==> config.mk <==
export PLATFORM = sky130hd
export DESIGN_NAME = spiral_order_cyclic_shift_map_core_flat
export DESIGN_NICKNAME = d
export VERILOG_FILES = /design/src/design/socsm_pkg.sv /design/src/design/socsm_req_if.sv /design/src/design/socsm_rsp_if.sv /design/src/design/spiral_order_cyclic_shift_map_core.sv /design/src/design/socsm_wrap.sv /design/src/flat_wrapper.sv
export VERILOG_INCLUDE_DIRS = /design/src /design/src/design
export SDC_FILE = /design/constraint.sdc
export NUM_CORES = 1
export LEC_CHECK = 0
export ABC_AREA = 1
export BUFFER_PORTS_ARGS = -buffer_cell sky130_fd_sc_hd__buf_2
export CORE_MARGIN = 2
export CORE_UTILIZATION = 50
export CTS_BUF_LIST = sky130_fd_sc_hd__clkbuf_8
export CTS_CLUSTER_DIAMETER = 100
export DETAILED_ROUTE_END_ITERATION = 7
export PLACE_DENSITY = 0.68
export SYNTH_ARGS = -nofsm -noshare
export SYNTH_HDL_FRONTEND = slang
export SYNTH_SLANG_ARGS = --single-unit
==> constraint.sdc <==
create_clock -name clock -period 29.2 [get_ports clock]
set_input_delay 4.38 -clock clock [delete_from_list [all_inputs] [get_ports clock]]
set_output_delay 4.38 -clock clock [all_outputs]
set_load 0.05 [all_outputs]
==> src/design/spiral_order_cyclic_shift_map_core_assert.svh <==
// Assertion macros for the spiral order cyclic shift map core.
// Included by the design modules that carry concurrent checks.
`ifndef SPIRAL_ORDER_CYCLIC_SHIFT_MAP_CORE_ASSERT_SVH
`define SPIRAL_ORDER_CYCLIC_SHIFT_MAP_CORE_ASSERT_SVH

// same-cycle implication
`define SOCSM_ASSERT_NOW(label, clk, rst, ante, cons, msg) \
   label: assert property (@(posedge clk) disable iff (rst) (ante) |-> (cons)) \
      else $error(msg);

// next-cycle implication
`define SOCSM_ASSERT_NEXT(label, clk, rst, ante, cons, msg) \
   label: assert property (@(posedge clk) disable iff (rst) (ante) |=> (cons)) \
      else $error(msg);

`endif

==> src/design/socsm_pkg.sv <==
// Shared constants, types and lookup functions for the spiral shift map.
// No dependencies; used by the interfaces and all design modules.
package socsm_pkg;

   localparam int MAX_SIZE  = 15;
   localparam int SIZE_W    = 4;
   localparam int DATA_W    = 32;
   localparam int SHIFT_W   = 8;
   localparam int CSR_W     = 8;
   localparam int CSR_IDX_W = 1;
   localparam int RING_W    = 3;
   localparam int POS_W     = 8;
   localparam int SUM_W     = 9;
   localparam int FRAC_W    = 16;
   localparam int RECIP_W   = FRAC_W + 1;
   localparam int PROD_W    = SUM_W + RECIP_W;
   localparam int DELTA_W   = 5;
   localparam int OFF_W     = 6;
   localparam int ARITH_W   = 8;

   localparam logic [CSR_IDX_W-1:0] CSR_MATRIX_SIZE  = 1'd0;
   localparam logic [CSR_IDX_W-1:0] CSR_SHIFT_AMOUNT = 1'd1;

   localparam logic [SIZE_W-1:0]  MATRIX_SIZE_RST  = 4'd7;
   localparam logic [SHIFT_W-1:0] SHIFT_AMOUNT_RST = 8'd8;

   // first spiral position of ring k: (2k-1)^2 for k >= 1, and 0 for ring 0
   localparam logic [POS_W-1:0] RING_BASE [1 << RING_W] =
      '{8'd0, 8'd1, 8'd9, 8'd25, 8'd49, 8'd81, 8'd121, 8'd169};

   typedef logic signed [DELTA_W-1:0] delta_type;
   typedef logic signed [ARITH_W-1:0] arith_type;

   typedef struct packed {
      logic                     in_range;
      logic [SIZE_W-1:0]        src_row;
      logic [SIZE_W-1:0]        src_col;
      logic signed [DATA_W-1:0] value;
   } side_type;

   function automatic logic [SIZE_W-1:0] eff_size(input logic [SIZE_W-1:0] raw);
      logic [SIZE_W-1:0] s;
      s = raw;
      if (s > SIZE_W'(MAX_SIZE)) s = SIZE_W'(MAX_SIZE);
      if (s == '0) s = SIZE_W'(1);
      if (!s[0]) s = s - SIZE_W'(1);
      return s;
   endfunction

   function automatic logic [POS_W-1:0] cells_of(input logic [SIZE_W-1:0] n);
      logic [POS_W-1:0] w;
      w = POS_W'(n);
      return w * w;
   endfunction

   // floor(2^16 / n^2) for the odd sizes
   function automatic logic [RECIP_W-1:0] recip_of(input logic [SIZE_W-1:0] n);
      logic [RECIP_W-1:0] r;
      case (n)
         4'd3:    r = 17'd7281;
         4'd5:    r = 17'd2621;
         4'd7:    r = 17'd1337;
         4'd9:    r = 17'd809;
         4'd11:   r = 17'd541;
         4'd13:   r = 17'd387;
         4'd15:   r = 17'd291;
         default: r = 17'd65536;
      endcase
      return r;
   endfunction

endpackage

==> src/design/socsm_req_if.sv <==
// Input item channel: one matrix element with its coordinates.
// Depends on socsm_pkg for field widths.
interface socsm_req_if;
   logic                              valid;
   logic                              ready;
   logic [socsm_pkg::SIZE_W-1:0]      src_row;
   logic [socsm_pkg::SIZE_W-1:0]      src_col;
   logic signed [socsm_pkg::DATA_W-1:0] elem_value;

   modport source (output valid, output src_row, output src_col, output elem_value,
                   input ready);
   modport sink   (input valid, input src_row, input src_col, input elem_value,
                   output ready);
endinterface

==> src/design/socsm_rsp_if.sv <==
// Result item channel: destination coordinates and the carried value.
// Depends on socsm_pkg for field widths.
interface socsm_rsp_if;
   logic                              valid;
   logic                              ready;
   logic [socsm_pkg::SIZE_W-1:0]      dst_row;
   logic [socsm_pkg::SIZE_W-1:0]      dst_col;
   logic signed [socsm_pkg::DATA_W-1:0] moved_value;

   modport source (output valid, output dst_row, output dst_col, output moved_value,
                   input ready);
   modport sink   (input valid, input dst_row, input dst_col, input moved_value,
                   output ready);
endinterface

==> src/design/spiral_order_cyclic_shift_map_core.sv <==
// Spiral order cyclic shift map: one result item per input item, seven pipeline
// stages, one item per cycle sustained while the output is not back-pressured. The
// stages are the center offset, ring and leg, spiral position plus shift, the modulo
// unit (reciprocal multiply, then product and fixup), ring lookup of the destination,
// and coordinate rebuild. Each stage holds its item until the next stage frees, so a
// stalled result costs no throughput until the pipeline fills. An element outside
// the effective matrix returns its own coordinates. Depends on socsm_pkg, the
// channel interfaces and socsm_wrap.
`include "spiral_order_cyclic_shift_map_core_assert.svh"

module spiral_order_cyclic_shift_map_core (
   input  logic                              clock,
   input  logic                              reset,
   input  logic                              csr_wr_en,
   input  logic [socsm_pkg::CSR_IDX_W-1:0]   csr_index,
   input  logic [socsm_pkg::CSR_W-1:0]       csr_wdata,
   socsm_req_if.sink                         req_ch,
   socsm_rsp_if.source                       rsp_ch
);

   // configuration
   logic [socsm_pkg::SIZE_W-1:0]  matrix_size_ff;
   logic [socsm_pkg::SHIFT_W-1:0] shift_amount_ff;
   logic [socsm_pkg::SIZE_W-1:0]  n_eff;
   logic [socsm_pkg::SIZE_W-1:0]  center;
   logic [socsm_pkg::POS_W-1:0]   cells;
   logic [socsm_pkg::RECIP_W-1:0] recip;

   // stage enables
   logic a_en, b_en, c_en, e_en, f_en;
   logic w_in_ready, w_out_valid;

   // stage A: offsets from center
   logic                 a_v_ff;
   socsm_pkg::delta_type a_dx_ff, a_dy_ff, a_dx_in, a_dy_in;
   socsm_pkg::side_type  a_side_ff, a_side_in;

   // stage B: ring and offset along the ring
   logic                          b_v_ff;
   logic [socsm_pkg::RING_W-1:0]  b_k_ff, b_k_in;
   logic [socsm_pkg::OFF_W-1:0]   b_off_ff, b_off_in;
   socsm_pkg::side_type           b_side_ff;

   // stage C: shifted position
   logic                          c_v_ff;
   logic [socsm_pkg::SUM_W-1:0]   c_x_ff, c_x_in;
   socsm_pkg::side_type           c_side_ff;

   // modulo unit output
   logic [socsm_pkg::POS_W-1:0]   w_rem;
   socsm_pkg::side_type           w_side;

   // stage E: destination ring
   logic                          e_v_ff;
   logic [socsm_pkg::RING_W-1:0]  e_k_ff, e_k_in;
   logic [socsm_pkg::OFF_W-1:0]   e_off_ff, e_off_in;
   socsm_pkg::side_type           e_side_ff;

   // stage F: output register
   logic                             f_v_ff;
   logic [socsm_pkg::SIZE_W-1:0]     f_row_ff, f_row_in;
   logic [socsm_pkg::SIZE_W-1:0]     f_col_ff, f_col_in;
   logic signed [socsm_pkg::DATA_W-1:0] f_value_ff;

   always_ff @(posedge clock) begin
      if (reset) begin
         matrix_size_ff  <= socsm_pkg::MATRIX_SIZE_RST;
         shift_amount_ff <= socsm_pkg::SHIFT_AMOUNT_RST;
      end else if (csr_wr_en) begin
         case (csr_index)
            socsm_pkg::CSR_MATRIX_SIZE:
               matrix_size_ff <= csr_wdata[socsm_pkg::SIZE_W-1:0];
            socsm_pkg::CSR_SHIFT_AMOUNT:
               shift_amount_ff <= csr_wdata[socsm_pkg::SHIFT_W-1:0];
            default: ;
         endcase
      end
   end

   assign n_eff  = socsm_pkg::eff_size(matrix_size_ff);
   assign center = n_eff >> 1;
   assign cells  = socsm_pkg::cells_of(n_eff);
   assign recip  = socsm_pkg::recip_of(n_eff);

   // handshake chain
   assign f_en         = !f_v_ff || rsp_ch.ready;
   assign e_en         = !e_v_ff || f_en;
   assign c_en         = !c_v_ff || w_in_ready;
   assign b_en         = !b_v_ff || c_en;
   assign a_en         = !a_v_ff || b_en;
   assign req_ch.ready = a_en;

   // stage A
   always_comb begin
      a_dx_in = $signed({1'b0, req_ch.src_col}) - $signed({1'b0, center});
      a_dy_in = $signed({1'b0, req_ch.src_row}) - $signed({1'b0, center});
      a_side_in.in_range = (req_ch.src_row < n_eff) && (req_ch.src_col < n_eff);
      a_side_in.src_row  = req_ch.src_row;
      a_side_in.src_col  = req_ch.src_col;
      a_side_in.value    = req_ch.elem_value;
   end

   // stage B: legs are right side, top, left side, bottom
   always_comb begin
      logic [socsm_pkg::DELTA_W-1:0] adx, ady, kw;
      socsm_pkg::arith_type ks, dxs, dys, t;
      adx = a_dx_ff[socsm_pkg::DELTA_W-1] ? socsm_pkg::DELTA_W'(-a_dx_ff)
                                          : socsm_pkg::DELTA_W'(a_dx_ff);
      ady = a_dy_ff[socsm_pkg::DELTA_W-1] ? socsm_pkg::DELTA_W'(-a_dy_ff)
                                          : socsm_pkg::DELTA_W'(a_dy_ff);
      kw  = (adx > ady) ? adx : ady;
      b_k_in = socsm_pkg::RING_W'(kw);
      ks  = $signed({{(socsm_pkg::ARITH_W-socsm_pkg::RING_W){1'b0}}, b_k_in});
      dxs = socsm_pkg::arith_type'(a_dx_ff);
      dys = socsm_pkg::arith_type'(a_dy_ff);
      if (b_k_in == '0) begin
         t = '0;
      end else if (dxs == ks && dys < ks) begin
         t = ks - 8'sd1 - dys;
      end else if (dys == -ks && dxs < ks) begin
         t = ks * 8'sd3 - 8'sd1 - dxs;
      end else if (dxs == -ks) begin
         t = ks * 8'sd5 - 8'sd1 + dys;
      end else begin
         t = ks * 8'sd7 - 8'sd1 + dxs;
      end
      b_off_in = socsm_pkg::OFF_W'(t);
   end

   // stage C
   assign c_x_in = socsm_pkg::SUM_W'(socsm_pkg::RING_BASE[b_k_ff])
                 + socsm_pkg::SUM_W'(b_off_ff)
                 + socsm_pkg::SUM_W'(shift_amount_ff);

   socsm_wrap u_wrap (
      .clock     (clock),
      .reset     (reset),
      .in_valid  (c_v_ff),
      .in_ready  (w_in_ready),
      .in_x      (c_x_ff),
      .in_side   (c_side_ff),
      .cells     (cells),
      .recip     (recip),
      .out_valid (w_out_valid),
      .out_ready (e_en),
      .out_rem   (w_rem),
      .out_side  (w_side)
   );

   // stage E: ring count is the number of ring bases not above the position
   always_comb begin
      e_k_in = '0;
      for (int j = 1; j < (1 << socsm_pkg::RING_W); j++) begin
         e_k_in = e_k_in + socsm_pkg::RING_W'(w_rem >= socsm_pkg::RING_BASE[j]);
      end
      e_off_in = socsm_pkg::OFF_W'(w_rem - socsm_pkg::RING_BASE[e_k_in]);
   end

   // stage F
   always_comb begin
      socsm_pkg::arith_type ks, os, dx, dy, cs;
      ks = $signed({{(socsm_pkg::ARITH_W-socsm_pkg::RING_W){1'b0}}, e_k_ff});
      os = $signed({{(socsm_pkg::ARITH_W-socsm_pkg::OFF_W){1'b0}}, e_off_ff});
      cs = $signed({{(socsm_pkg::ARITH_W-socsm_pkg::SIZE_W){1'b0}}, center});
      if (e_k_ff == '0) begin
         dx = '0;
         dy = '0;
      end else if (os < ks * 8'sd2) begin
         dx = ks;
         dy = ks - 8'sd1 - os;
      end else if (os < ks * 8'sd4) begin
         dy = -ks;
         dx = ks * 8'sd3 - 8'sd1 - os;
      end else if (os < ks * 8'sd6) begin
         dx = -ks;
         dy = os - (ks * 8'sd5 - 8'sd1);
      end else begin
         dy = ks;
         dx = os - (ks * 8'sd7 - 8'sd1);
      end
      if (e_side_ff.in_range) begin
         f_row_in = socsm_pkg::SIZE_W'(cs + dy);
         f_col_in = socsm_pkg::SIZE_W'(cs + dx);
      end else begin
         f_row_in = e_side_ff.src_row;
         f_col_in = e_side_ff.src_col;
      end
   end

   always_ff @(posedge clock) begin
      if (reset) begin
         a_v_ff <= 1'b0;
         b_v_ff <= 1'b0;
         c_v_ff <= 1'b0;
         e_v_ff <= 1'b0;
         f_v_ff <= 1'b0;
      end else begin
         if (a_en) a_v_ff <= req_ch.valid;
         if (b_en) b_v_ff <= a_v_ff;
         if (c_en) c_v_ff <= b_v_ff;
         if (e_en) e_v_ff <= w_out_valid;
         if (f_en) f_v_ff <= e_v_ff;
      end
   end

   always_ff @(posedge clock) begin
      if (a_en) begin
         a_dx_ff   <= a_dx_in;
         a_dy_ff   <= a_dy_in;
         a_side_ff <= a_side_in;
      end
      if (b_en) begin
         b_k_ff    <= b_k_in;
         b_off_ff  <= b_off_in;
         b_side_ff <= a_side_ff;
      end
      if (c_en) begin
         c_x_ff    <= c_x_in;
         c_side_ff <= b_side_ff;
      end
      if (e_en) begin
         e_k_ff    <= e_k_in;
         e_off_ff  <= e_off_in;
         e_side_ff <= w_side;
      end
      if (f_en) begin
         f_row_ff   <= f_row_in;
         f_col_ff   <= f_col_in;
         f_value_ff <= e_side_ff.value;
      end
   end

   assign rsp_ch.valid       = f_v_ff;
   assign rsp_ch.dst_row     = f_row_ff;
   assign rsp_ch.dst_col     = f_col_ff;
   assign rsp_ch.moved_value = f_value_ff;

   `SOCSM_ASSERT_NOW(a_stall_from_output, clock, reset, !req_ch.ready, rsp_ch.valid && !rsp_ch.ready, "input stalled without output back-pressure")
   `SOCSM_ASSERT_NEXT(a_accept_fills_a, clock, reset, req_ch.valid && req_ch.ready, a_v_ff, "accepted item not captured")
   `SOCSM_ASSERT_NOW(a_ring_in_size, clock, reset, e_v_ff && e_side_ff.in_range, e_k_ff <= center, "destination ring outside matrix")
   `SOCSM_ASSERT_NOW(a_dst_in_matrix, clock, reset, f_v_ff && f_row_ff < n_eff && f_col_ff < n_eff, (rsp_ch.dst_row < n_eff) && (rsp_ch.dst_col < n_eff), "destination outside matrix")

endmodule

==> src/design/socsm_wrap.sv <==
// Two-stage modulo unit: rem = x mod cells via reciprocal multiply and one fixup.
// Depends on socsm_pkg and the assertion macro header.
`include "spiral_order_cyclic_shift_map_core_assert.svh"

module socsm_wrap (
   input  logic                            clock,
   input  logic                            reset,
   input  logic                            in_valid,
   output logic                            in_ready,
   input  logic [socsm_pkg::SUM_W-1:0]     in_x,
   input  socsm_pkg::side_type             in_side,
   input  logic [socsm_pkg::POS_W-1:0]     cells,
   input  logic [socsm_pkg::RECIP_W-1:0]   recip,
   output logic                            out_valid,
   input  logic                            out_ready,
   output logic [socsm_pkg::POS_W-1:0]     out_rem,
   output socsm_pkg::side_type             out_side
);

   logic                                       s1_en, s2_en;
   logic                                       s1_v_ff, s2_v_ff;
   logic [socsm_pkg::PROD_W-1:0]               s1_prod_ff, s1_prod_in;
   logic [socsm_pkg::SUM_W-1:0]                s1_x_ff;
   socsm_pkg::side_type                        s1_side_ff;
   logic [socsm_pkg::POS_W-1:0]                s2_rem_ff, s2_rem_in;
   socsm_pkg::side_type                        s2_side_ff;
   logic [socsm_pkg::SUM_W-1:0]                quot;
   logic [socsm_pkg::SUM_W+socsm_pkg::POS_W-1:0] qc;
   logic [socsm_pkg::SUM_W-1:0]                rem0;

   assign s2_en    = !s2_v_ff || out_ready;
   assign s1_en    = !s1_v_ff || s2_en;
   assign in_ready = s1_en;

   assign s1_prod_in = socsm_pkg::PROD_W'(in_x) * socsm_pkg::PROD_W'(recip);

   assign quot = s1_prod_ff[socsm_pkg::FRAC_W +: socsm_pkg::SUM_W];
   assign qc   = (socsm_pkg::SUM_W+socsm_pkg::POS_W)'(quot)
               * (socsm_pkg::SUM_W+socsm_pkg::POS_W)'(cells);
   assign rem0 = s1_x_ff - socsm_pkg::SUM_W'(qc);

   always_comb begin
      if (rem0 >= socsm_pkg::SUM_W'(cells)) begin
         s2_rem_in = socsm_pkg::POS_W'(rem0 - socsm_pkg::SUM_W'(cells));
      end else begin
         s2_rem_in = socsm_pkg::POS_W'(rem0);
      end
   end

   always_ff @(posedge clock) begin
      if (reset) begin
         s1_v_ff <= 1'b0;
         s2_v_ff <= 1'b0;
      end else begin
         if (s1_en) s1_v_ff <= in_valid;
         if (s2_en) s2_v_ff <= s1_v_ff;
      end
   end

   always_ff @(posedge clock) begin
      if (s1_en) begin
         s1_prod_ff <= s1_prod_in;
         s1_x_ff    <= in_x;
         s1_side_ff <= in_side;
      end
      if (s2_en) begin
         s2_rem_ff  <= s2_rem_in;
         s2_side_ff <= s1_side_ff;
      end
   end

   assign out_valid = s2_v_ff;
   assign out_rem   = s2_rem_ff;
   assign out_side  = s2_side_ff;

   `SOCSM_ASSERT_NOW(a_rem_below_cells, clock, reset, out_valid, out_rem < cells, "remainder not below cell count")

endmodule
==> src/flat_wrapper.sv <==
// flat-port wrapper written by rule: the top's interface ports become plain ports
module spiral_order_cyclic_shift_map_core_flat 
  (clock, reset, csr_wr_en, csr_index, csr_wdata, req_ch_valid, req_ch_src_row, req_ch_src_col, req_ch_elem_value, req_ch_ready, rsp_ch_valid, rsp_ch_dst_row, rsp_ch_dst_col, rsp_ch_moved_value, rsp_ch_ready);
  socsm_req_if req_ch_i ();
  socsm_rsp_if rsp_ch_i ();
  input  logic clock;
  input  logic reset;
  input  logic csr_wr_en;
  input  logic [socsm_pkg::CSR_IDX_W-1:0] csr_index;
  input  logic [socsm_pkg::CSR_W-1:0] csr_wdata;
  input wire logic [$bits(req_ch_i.valid)-1:0] req_ch_valid;
  input wire logic [$bits(req_ch_i.src_row)-1:0] req_ch_src_row;
  input wire logic [$bits(req_ch_i.src_col)-1:0] req_ch_src_col;
  input wire logic [$bits(req_ch_i.elem_value)-1:0] req_ch_elem_value;
  output wire logic [$bits(req_ch_i.ready)-1:0] req_ch_ready;
  output wire logic [$bits(rsp_ch_i.valid)-1:0] rsp_ch_valid;
  output wire logic [$bits(rsp_ch_i.dst_row)-1:0] rsp_ch_dst_row;
  output wire logic [$bits(rsp_ch_i.dst_col)-1:0] rsp_ch_dst_col;
  output wire logic [$bits(rsp_ch_i.moved_value)-1:0] rsp_ch_moved_value;
  input wire logic [$bits(rsp_ch_i.ready)-1:0] rsp_ch_ready;
  assign req_ch_i.valid = req_ch_valid;
  assign req_ch_i.src_row = req_ch_src_row;
  assign req_ch_i.src_col = req_ch_src_col;
  assign req_ch_i.elem_value = req_ch_elem_value;
  assign req_ch_ready = req_ch_i.ready;
  assign rsp_ch_valid = rsp_ch_i.valid;
  assign rsp_ch_dst_row = rsp_ch_i.dst_row;
  assign rsp_ch_dst_col = rsp_ch_i.dst_col;
  assign rsp_ch_moved_value = rsp_ch_i.moved_value;
  assign rsp_ch_i.ready = rsp_ch_ready;
  spiral_order_cyclic_shift_map_core u_core (.clock(clock), .reset(reset), .csr_wr_en(csr_wr_en), .csr_index(csr_index), .csr_wdata(csr_wdata), .req_ch(req_ch_i), .rsp_ch(rsp_ch_i));
endmodule
Word-level counts from Yosys, hierarchy flattened
Memory sizes are Yosys's and may differ from the RTL's. Cells that the tools add are included.

Add/sub/neg operators: 36. $mul: 10. Magnitude comparators: 19. Eq/ne operators: 10. Mux-type cells: 25. Bitwise operators: 3. Reduce and logical (&&, ||, !) cells: 22.

Operator list (count): one-hot mux 17 bit (7 select lines) (1); two-way mux 4 bit (13); two-way mux 6 bit (5); multiplier 9 x 17 -> 25 bit (1); two-way mux 8 bit (3); subtractor 6 x 2 -> 6 bit, second input constant (3); equality test 4 bit, second input constant (4); equality test 5 x 8 -> 1 bit (2); >= comparator 8 x 7 -> 1 bit, second input constant (2); subtractor 4 x 1 -> 4 bit, second input constant (4); subtractor 4 bit (4); adder 3 x 1 -> 3 bit (5); adder 6 x 5 -> 6 bit (2); multiplier 3 x 3 -> 6 bit, second input constant (2); less-than comparator 5 x 4 -> 1 bit (2); multiplier 3 x 2 -> 5 bit, second input constant (2); two-way mux 5 bit (2); negation 5 bit (2); subtractor 4 x 3 -> 5 bit (2); adder 8 x 6 -> 9 bit (1); adder 9 x 8 -> 9 bit (1); >= comparator 9 x 8 -> 1 bit (1); multiplier 9 x 8 -> 9 bit (1); subtractor 9 bit (1); other kinds (36) (59).

Register bits after elaboration: 384. ROM bits: 128. Input bits: 54. Output and inout port bits: 42. Word-level logic and storage cells: 173. Memories: 2.

Memories: (no name shown) (words 8, width 8, rd ports 1, clocked after Yosys merged registers in 0, wr ports 0, line spiral_order_cyclic_shift_map_core.sv:156) `e_off_in = socsm_pkg::OFF_W'(w_rem - socsm_pkg::RING_BASE[e_k_in]);`; (no name shown) (words 8, width 8, rd ports 1, clocked after Yosys merged registers in 0, wr ports 0, line spiral_order_cyclic_shift_map_core.sv:131) `assign c_x_in = socsm_pkg::SUM_W'(socsm_pkg::RING_BASE[b_k_ff])`.

Longest topological paths before layout
Gate-level depths: netlist of the first run.

Depth after elaboration: 12. Depth in mapped cells: 33.

Modules after synthesis
Synthesis of the first run repeated with hierarchy kept, for this count alone.

Cells, all modules: 2087. Area total of the unflattened synthesis: 22771.8 sq um.

Modules (own cells, without submodules): spiral_order_cyclic_shift_map_core (instances 1, cells each 993, area an instance 12625.9 sq um); socsm_wrap (instances 1, cells each 1094, area an instance 10146.0 sq um).

Worst setup path before layout of the first run
OpenSTA, ideal clock, no wires.

Path type: input port to output port. From: input port rsp_ch_ready. To: output port req_ch_ready. Arrival time: 11.572 ns. Data required time: 24.820 ns. Setup slack: 13.248 ns. Stages on the path: 12. Cells stage by stage: nor2_1 > inv_1 > nor2_1 > inv_1 > nor2_1 > inv_1 > nor2_1 > inv_1 > nor2_1 > inv_1 > nor2_1 > nand2_1.

Word-level cells in the longest chain between the ends: 7.

Ends and longest elaborated chain: start, declared (line flat_wrapper.sv:20) `input wire logic [$bits(rsp_ch_i.ready)-1:0] rsp_ch_ready;`; logical OR 1 bit (line spiral_order_cyclic_shift_map_core.sv:86) `assign f_en = !f_v_ff || rsp_ch.ready;`; net u_core.f_en (line spiral_order_cyclic_shift_map_core.sv:30) `logic a_en, b_en, c_en, e_en, f_en;`; logical OR 1 bit (line spiral_order_cyclic_shift_map_core.sv:87) `assign e_en = !e_v_ff || f_en;`; net u_core.e_en (line spiral_order_cyclic_shift_map_core.sv:30); logical OR 1 bit (line socsm_wrap.sv:31) `assign s2_en = !s2_v_ff || out_ready;`; net u_core.u_wrap.s2_en (line socsm_wrap.sv:20) `logic s1_en, s2_en;`; logical OR 1 bit (line socsm_wrap.sv:32) `assign s1_en = !s1_v_ff || s2_en;`; net u_core.u_wrap.in_ready (line socsm_wrap.sv:9) `output logic in_ready,`; logical OR 1 bit (line spiral_order_cyclic_shift_map_core.sv:88) `assign c_en = !c_v_ff || w_in_ready;`; net u_core.c_en (line spiral_order_cyclic_shift_map_core.sv:30); logical OR 1 bit (line spiral_order_cyclic_shift_map_core.sv:89) `assign b_en = !b_v_ff || c_en;`; logical OR 1 bit (line spiral_order_cyclic_shift_map_core.sv:90) `assign a_en = !a_v_ff || b_en;`; end, declared (line flat_wrapper.sv:15) `output wire logic [$bits(req_ch_i.ready)-1:0] req_ch_ready;`.

The timed path passes the listed nets, and every way through them passes these cells.

Worst setup path in the final report of the first run
Same ends and word-level chain as after synthesis.

==> metrics.txt, run 1 <==
outcome complete, no violations; Initial Util between 50% and 60%; antenna violations before repair 5; fillcell total around 3600; Synth top area share about half; simple-gate share of the synthesized area 10.3%; Top FF cell, synth edfxtp_1; core area roughly 42000 um^2; Worst R2R End u_core.u_wrap.out_rem[3]$_DFFE_PP_; worst relative slew slack 26.8%; fmax roughly 84 MHz; Post-DP HPWL ~33000 um; Post-synth EDFFs about 350; Adder-Cell Fraction of Synth Area roughly a quarter; Clock Sinks approximately 370; most frequent CP cell nor2_1; per-cell routed wire length about 16 um; final setup TNS 0 ns; Hold Buf Count CTS 0; Routability Congestion around 0.94; clock edge transition at the registers on the reported setup and hold paths ~0.07 ns; worst skew pair latency slightly above 0.6 ns; Area growth syn-to-layout 10.6%; Tmin final between 10 and 15 ns; proportion of layout cells with a drive suffix above 1 approximately a tenth; final cell count without fillers about 2600; first-pass GRT wire length 69400 um; Critical Path, Cell by Cell buf_2 -> nor2_1 -> inv_1 -> buf_4 -> nor2_1 -> inv_2 -> nor2_1 -> inv_2 -> nor2_1 -> inv_2 -> nor2_1 -> inv_2 -> nor2_1 -> nand2_2 -> buf_2; max incr delay on CP about 0.83 ns; Worst Path Required approximately 25 ns; Worst-Margin Slew about 1.1 ns; hold violation count in the final report 0; most instantiated library cell after synthesis inv_1; post-synthesis sequential area ratio slightly above 50%; clk buf depth 3; placed cells between 2000 and 3000; Max Fanout on Critical Path 52; Critical Path Stages 15; Iter 0 DRT Violations between 800 and 900; drt drc 0; delay-heaviest family, CP buffers and inverters; # rows 75; Buf/Inv on CP 8; proportion of synthesized area in mux cells 0%; worst r2r path cells 31; Synth warnings 0; Synth Instances approximately 1900; vias per cell slightly above 5; Setup violations, final 0; CTS buffer count 57; Tightest Hold Check Type reg -> reg; WL final around 42000 um; Yosys reg bits 368; Synth cell types roughly 50; Synth Area in Compound Gates between 5 and 6%; CTS tree yes; grt total ovfl 0; Final Max Slew Viols 0; Die ar. around 44000 um^2; Die X approximately 210 um; CP max stage cell inv_2; Placed Area between 20000 and 25000 um^2; Reg-to-Reg Start u_core.matrix_size_ff[3]$_SDFFE_PP0P_; crit path to req_ch_ready; root buf cell clkbuf_8; largest family of logic cells by synthesized area adder cells; largest cells by area after synthesis edfxtp_1, fa_1, ha_1, inv_1, nand2_1; XOR/XNOR Fraction of Synth Area 2.99%; Max Cap Viol 0; worst path arrival time 7.58 ns; critical path endpoint category primary output; Fin Clk Skew 0.0385 ns; CTS H-tree depth 2; Setup Crit Path Kind in -> out; most area-hungry cell type in the Yosys netlist edfxtp_1; Final ANT Viol Nets 0; Async SR Flop Fraction 0%; synthesized area 21400 um^2; die height between 200 and 250 um; commonest cells in the netlist inv_1, edfxtp_1, nand2_1, ha_1, nor2_1; Setup Fix Bufs, Post-CTS 0; vias in the first global route 13600; Worst setup SP type primary input; total number of vias 13300; unrepaired setup endpoints after global routing no; post-CTS sizing 0; DR pass1 iterations 5; post-synthesis average cell area 11.5 um^2; Setup crit start rsp_ch_ready; PortBufs 95; fin crit share about two fifths; Worst R2R Setup Slack roughly 21 ns; largest net degree at the start of global routing 61; post-route cell area 23700 um^2; Tot GR Track Use about a fifth; I/O Pins 96; Final #Nets 2408
cells by family after synthesis:
kind of cell,count (synthesis)
adder cells (fa/ha/maj),331
other,2
flip-flops,368
AND/OR/NAND/NOR,519
buffers and inverters,370
XOR/XNOR,73
AO/OA/AOI/OAI,205
cells in the final DEF (no fill, tap or decap), types with 7 or more instances in the layout:
cell type    n
ha_1       202
fa_1       129
nand4_1     21
clkinv_1    11
xor2_1      49
dfxtp_1     19
nand3_1     36
clkbuf_8    62
a21oi_1     81
inv_2        9
nand2_2     10
xnor2_1     24
inv_1      372
o211ai_1    16
buf_2       95
edfxtp_1   349
nor2_1     165
nand2_1    258
a31oi_1      7
o21ai_0     66
flip-flops by register name, summed over array words and instances (netlist names), 3 cells and up:
name                       count
u_core.rsp_ch.dst_row          4
u_core.u_wrap.s1_prod_ff       9
u_core.c_side_ff              41
u_core.b_off_ff                6
u_core.u_wrap.out_side        41
u_core.b_side_ff              41
u_core.rsp_ch.dst_col          4
u_core.c_x_ff                  9
u_core.a_side_ff              41
u_core.u_wrap.out_rem          8
u_core.e_off_ff                6
u_core.shift_amount_ff         8
u_core.rsp_ch.moved_value     32
u_core.b_k_ff                  3
u_core.u_wrap.s1_x_ff          9
u_core.matrix_size_ff          4
u_core.u_wrap.s1_side_ff      41
u_core.e_side_ff              41
u_core.a_dy_ff                 5
u_core.a_dx_ff                 5
u_core.e_k_ff                  3
metrics by stage:
step	setup slack (ns)	hold slack, ns	util [%]
after global placement	17.20	0.401	53.6
final	17.24	0.390	56.2
after detailed placement	17.14	0.405	53.6
after floorplan	13.25	0.400	-
after global routing	16.84	0.401	56.2
after CTS	17.13	0.392	56.2
worst reg2reg max path: cells and delay by family (launching register included):
kind | cells | cell delay (ns)
buffers and inverters | 5 | 1.03
AOI/OAI and AO/OA | 4 | 0.88
DFF | 1 | 0.38
and+or+nand+nor | 12 | 1.57
adders and majority gates | 9 | 3.49
xor gates and xnor gates | 1 | 0.13
metal layers:
layer	up-vias	global-route usage [%]	wire length, um
li1	6494	-	-
met1	6372	25.5	17900
met2	319	34.2	20800
met3	77	3.42	2110
met4	2	7.82	1330
met5	-	0	7
how the worst min path moves through the flow:
stage          cells past startpoint                           start                                      to  slack (ns)
2_1_floorplan                      0   u_core.a_side_ff[0]$_DFFE_PP_           u_core.b_side_ff[0]$_DFFE_PP_        0.40
3_3_place_gp                       0  u_core.c_side_ff[12]$_DFFE_PP_  u_core.u_wrap.s1_side_ff[12]$_DFFE_PP_        0.40
3_5_place_dp                       0  u_core.a_side_ff[31]$_DFFE_PP_          u_core.b_side_ff[31]$_DFFE_PP_        0.40
4_1_cts                            0  u_core.b_side_ff[33]$_DFFE_PP_          u_core.c_side_ff[33]$_DFFE_PP_        0.39
5_1_grt                            0  u_core.b_side_ff[36]$_DFFE_PP_          u_core.c_side_ff[36]$_DFFE_PP_        0.40
6_report                           0  u_core.b_side_ff[36]$_DFFE_PP_          u_core.c_side_ff[36]$_DFFE_PP_        0.39
cell type report:
cell class | count | area (um^2) | share of cell area, %
clock inverter | 43 | 230 | 0.972
sequential | 368 | 10900 | 45.9
timing repair buffer | 101 | 520 | 2.20
clock buffer | 62 | 853 | 3.60
tap | 539 | 674 | 2.85
antenna | 4 | 10.0 | 0.0423
multi-input combinational | 1134 | 9180 | 38.8
inverter | 361 | 1360 | 5.72
Power of run 1 is left out: the tool's default activity adds up to more than one toggle a clock period on the data nets, which glitch-free logic cannot reach.
==> run 2: changes to the inputs <==
- clock period: 29.2 -> 11.55 ns (I/O delays scaled with it)
==> metrics.txt, run 2 (synthesis gave the netlist of run 1 again) <==
outcome complete, no violations; proportion of layout cells with a drive suffix above 1 a little over a tenth; multi-input logic area around 9200 um^2; WHS Endpoint u_core.e_side_ff[21]$_DFFE_PP_; unrepaired setup endpoints after global routing no; grt total ovfl 0; vias in the first global route roughly 14000; Die ar. about 44000 um^2; Setup Fix Bufs, Post-CTS 0; per-cell routed wire length ~16 um; Tmin final around 7.3 ns; DR pass1 iterations 5; register area 10900 um^2; CTS H-tree depth 2; hold violation count in the final report 0; Clock Sinks about 370; most frequent CP cell nand2_1; Tightest Hold Check Type reg -> reg; Setup Crit Path Kind reg -> reg; worst hold slack around 0.37 ns; I/O Pins 96; post-CTS sizing 0; Min-Delay Startpoint u_core.u_wrap.out_side[21]$_DFFE_PP_; Initial Util between 50% and 60%; CTS buffer count between 50 and 60; first-pass GRT wire length around 70000 um; core area roughly 42000 um^2; Worst R2R Setup Slack 4.21 ns; Post-DP HPWL 33200 um; Worst-Margin Slew 1.12 ns; PortBufs 95; Worst R2R End u_core.u_wrap.out_rem[4]$_DFFE_PP_; drt drc 0; fmax about 140 MHz; critical path endpoint category register; Tot GR Track Use approximately a fifth; fin crit share a little under two thirds; placed cells roughly 2500; Final Max Slew Viols 0; fillcell total ~3500; final setup TNS 0 ns; Final ANT Viol Nets 0; Worst setup SP type register; clk buf depth 3; worst r2r path cells 31; Worst Path Required 11.97 ns; Fin Clk Skew 0.0710 ns; Final #Nets roughly 2400; max incr delay on CP around 0.57 ns; worst skew pair latency 0.67 ns; # rows 75; commonest non-fill, non-tap cell in the layout inv_1; largest net degree at the start of global routing 61; WL final roughly 43000 um; most frequent cells in the layout inv_1, edfxtp_1, nand2_1, ha_1, nor2_1; Setup violations, final 0; worst path arrival time approximately 7.8 ns; root buf cell clkbuf_8; Reg-to-Reg Start u_core.matrix_size_ff[2]$_SDFFE_PP1P_; Area growth syn-to-layout 10.9%; Die X 211 um; clock edge transition at the registers on the reported setup and hold paths about 0.060 ns; Hold Buf Count CTS 0; hold path depth 0; CP max stage cell fa_1; Max Cap Viol 0; antenna violations before repair 2; final cell count without fillers 2617; total number of vias between 10000 and 15000; CTS tree yes; Iter 0 DRT Violations about 950; Max Fanout on Critical Path 14; Routability Congestion ~0.93; vias per cell 5.09; die height between 200 and 250 um; worst relative slew slack 24.6%
-- run 2: critical path: cells and delay by family, from the launching register on --
kind | cells | cell delay (ns)
xor gates and xnor gates | 1 | 0.14
AOI/OAI and AO/OA | 4 | 0.88
DFF | 1 | 0.38
adders and majority gates | 9 | 3.43
and+or+nand+nor | 12 | 1.44
buffers and inverters | 5 | 0.87
-- run 2: metrics by stage --
step	setup slack, ns	util [%]	cell area [um^2]
after floorplan	0.893	-	21400
after global routing	3.69	56.3	23700
after detailed placement	4.19	53.6	22600
final	4.21	56.3	23700
after global placement	4.48	53.6	22600
after CTS	4.22	56.3	23700
-- run 2: area by class of cell --
type,count,area share [%]
diodes,2,0.0211
well taps,539,2.84
clock buffers,61,3.54
flip-flops and latches,368,45.7
clock inverters,50,1.27
inverters,361,5.71
repair buffers,102,2.22
multi-input cells,1134,38.7
-- run 2: worst max-delay path by stage --
stage	start	endpoint	slack, ns	cells after the start
after floorplan	rsp_ch_ready	req_ch_ready	0.89	12
after global placement	u_core.matrix_size_ff[3]$_SDFFE_PP0P_	u_core.u_wrap.out_rem[3]$_DFFE_PP_	4.48	30
after detailed placement	u_core.matrix_size_ff[3]$_SDFFE_PP0P_	u_core.u_wrap.out_rem[4]$_DFFE_PP_	4.19	30
after CTS	u_core.matrix_size_ff[3]$_SDFFE_PP0P_	u_core.u_wrap.out_rem[3]$_DFFE_PP_	4.22	30
after global routing	u_core.matrix_size_ff[2]$_SDFFE_PP1P_	u_core.u_wrap.out_rem[4]$_DFFE_PP_	3.69	31
final	u_core.matrix_size_ff[2]$_SDFFE_PP1P_	u_core.u_wrap.out_rem[4]$_DFFE_PP_	4.21	31
-- run 2: routing by layer --
metal | wire (um) | vias up | GRT usage, % | share of wire [%]
met5 | 12 | - | 0 | 0.028
met4 | 1180 | 2 | 6.85 | 2.8
met3 | 2300 | 69 | 3.78 | 5.3
met2 | 20400 | 336 | 33.6 | 47
met1 | 19100 | 6397 | 27.0 | 44
li1 | - | 6511 | - | -
Power of run 2 is left out for the same reason.
==> run 3: changes to the inputs <==
- PLACE_DENSITY: 0.68 -> 0.71
- clock period: 11.55 -> 6.1 ns (I/O delays scaled with it)
==> metrics.txt, run 3 (synthesis gave the netlist of run 1 again) <==
root buf cell clkbuf_8; Min-Delay Startpoint u_core.c_side_ff[30]$_DFFE_PP_; Tightest Hold Check Type reg -> reg; Setup Crit Path Kind reg -> reg; largest net degree at the start of global routing 62; per-cell routed wire length between 15 and 20 um; Die X roughly 210 um; proportion of layout cells with a drive suffix above 1 approximately 16%; Final ANT Viol Nets 0; most frequent cells in the layout inv_1, edfxtp_1, nand2_1, ha_1, nor2_1; outcome complete, no violations; Final #Nets 2455; Post-DP HPWL about 33000 um; Placed Area roughly 23000 um^2; antenna violations before repair 1; Clock Sinks 368; Reg-to-Reg Start u_core.matrix_size_ff[1]$_SDFFE_PP1P_; Fin Clk Skew 0.0345 ns; PortBufs between 90 and 100; DR pass1 iterations 5; unrepaired setup endpoints after global routing yes; post-route cell area around 24000 um^2; clk buf depth 3; Tmin final about 6.0 ns; Buf/Inv on CP 4; Setup WS pre-CTS -0.131 ns; Tot GR Track Use 20.0%; Setup crit start u_core.matrix_size_ff[1]$_SDFFE_PP1P_; worst path arrival time around 6.4 ns; Setup violations, final 0; Iter 0 DRT Violations a little under 900; CTS tree yes; delay-heaviest family, CP adder cells; Routability Congestion 0.924; Initial Util around 50%; total number of vias between 10000 and 15000; Hold Buf Count CTS 0; fillcell total 3422; Worst setup SP type register; fmax 166 MHz; final setup TNS 0 ns; # rows 75; CTS buffer count 55; CP max stage cell fa_1; Max Fanout on Critical Path 6; Worst Path Required 6.47 ns; die height between 200 and 250 um; core area about 42000 um^2; Area growth syn-to-layout 14.3%; Final Worst Setup Slack approximately 0.068 ns; Final Max Slew Viols 0; hold violation count in the final report 0; grt total ovfl 0; max incr delay on CP ~0.56 ns; Max Cap Viol 0; fin crit share 98.9%; drt drc 0; post-layout util 58.1%; critical path endpoint category register; Die ar. 44500 um^2; CTS H-tree depth 2; WL final between 40000 and 50000 um; worst skew pair latency a little over 0.6 ns; first-pass GRT wire length between 60000 and 70000 um; worst relative slew slack between 30% and 40%; commonest non-fill, non-tap cell in the layout inv_1; clock edge transition at the registers on the reported setup and hold paths around 0.060 ns; I/O Pins 96; Worst-Margin Slew 0.940 ns; vias in the first global route ~14000; vias per cell ~5.1
## run 3: path summary, 6_finish.rpt
kind / to / slack [ns] / cells after the start
max: u_core.u_wrap.out_rem[4]$_DFFE_PP_ / 0.07 / 28
max reg2reg: u_core.u_wrap.out_rem[4]$_DFFE_PP_ / 0.07 / 28
min reg2reg: u_core.u_wrap.s1_side_ff[30]$_DFFE_PP_ / 0.40 / 0
min: u_core.u_wrap.s1_side_ff[30]$_DFFE_PP_ / 0.40 / 0
## run 3: per-layer routing
layer  vias to the layer above  GRT usage [%]  routed length, um  part of all wire, %
met4                         0           6.56               1280                  2.9
li1                       6595              -                  -                    -
met1                      6556           25.6              18900                   44
met5                         -              0                  0                    0
met3                        87           2.99               1930                  4.4
met2                       326           35.1              21300                   49
## run 3: stage by stage
step,instances,hold slack [ns]
floorplan,1872,0.400
global placement,2531,0.400
detailed placement,2531,0.405
CTS,2634,0.388
global route,2654,0.400
finish,2654,0.401
## run 3: worst reg2reg max path, delay by kind of cell, from the launching register on
| family | cells | cell delay (ns) |
|---|---|---|
| adders and majority gates | 9 | 3.29 |
| and+or+nand+nor | 11 | 1.20 |
| buffers and inverters | 4 | 0.50 |
| AOI/OAI and AO/OA | 3 | 0.36 |
| DFF | 1 | 0.32 |
| xor gates and xnor gates | 1 | 0.15 |
## run 3: area by class of cell
cell class / count / area, um^2 / area share, %
Sequential cell: 368 / 10900 / 44.4
Multi-Input combinational cell: 1136 / 9640 / 39.4
Inverter: 361 / 1380 / 5.64
Timing Repair Buffer: 148 / 877 / 3.58
Clock buffer: 57 / 785 / 3.21
Tap cell: 539 / 674 / 2.76
Clock inverter: 44 / 253 / 1.03
Antenna cell: 1 / 2.50 / 0.0102
## run 3: timing repair
action	in CTS	in global routing
setup buffers	1	18
endpoints found under the setup margin	8	17
gates cloned	1	1
pin swaps	2	28
resized for setup	3	50
Power of run 3 is left out for the same reason.
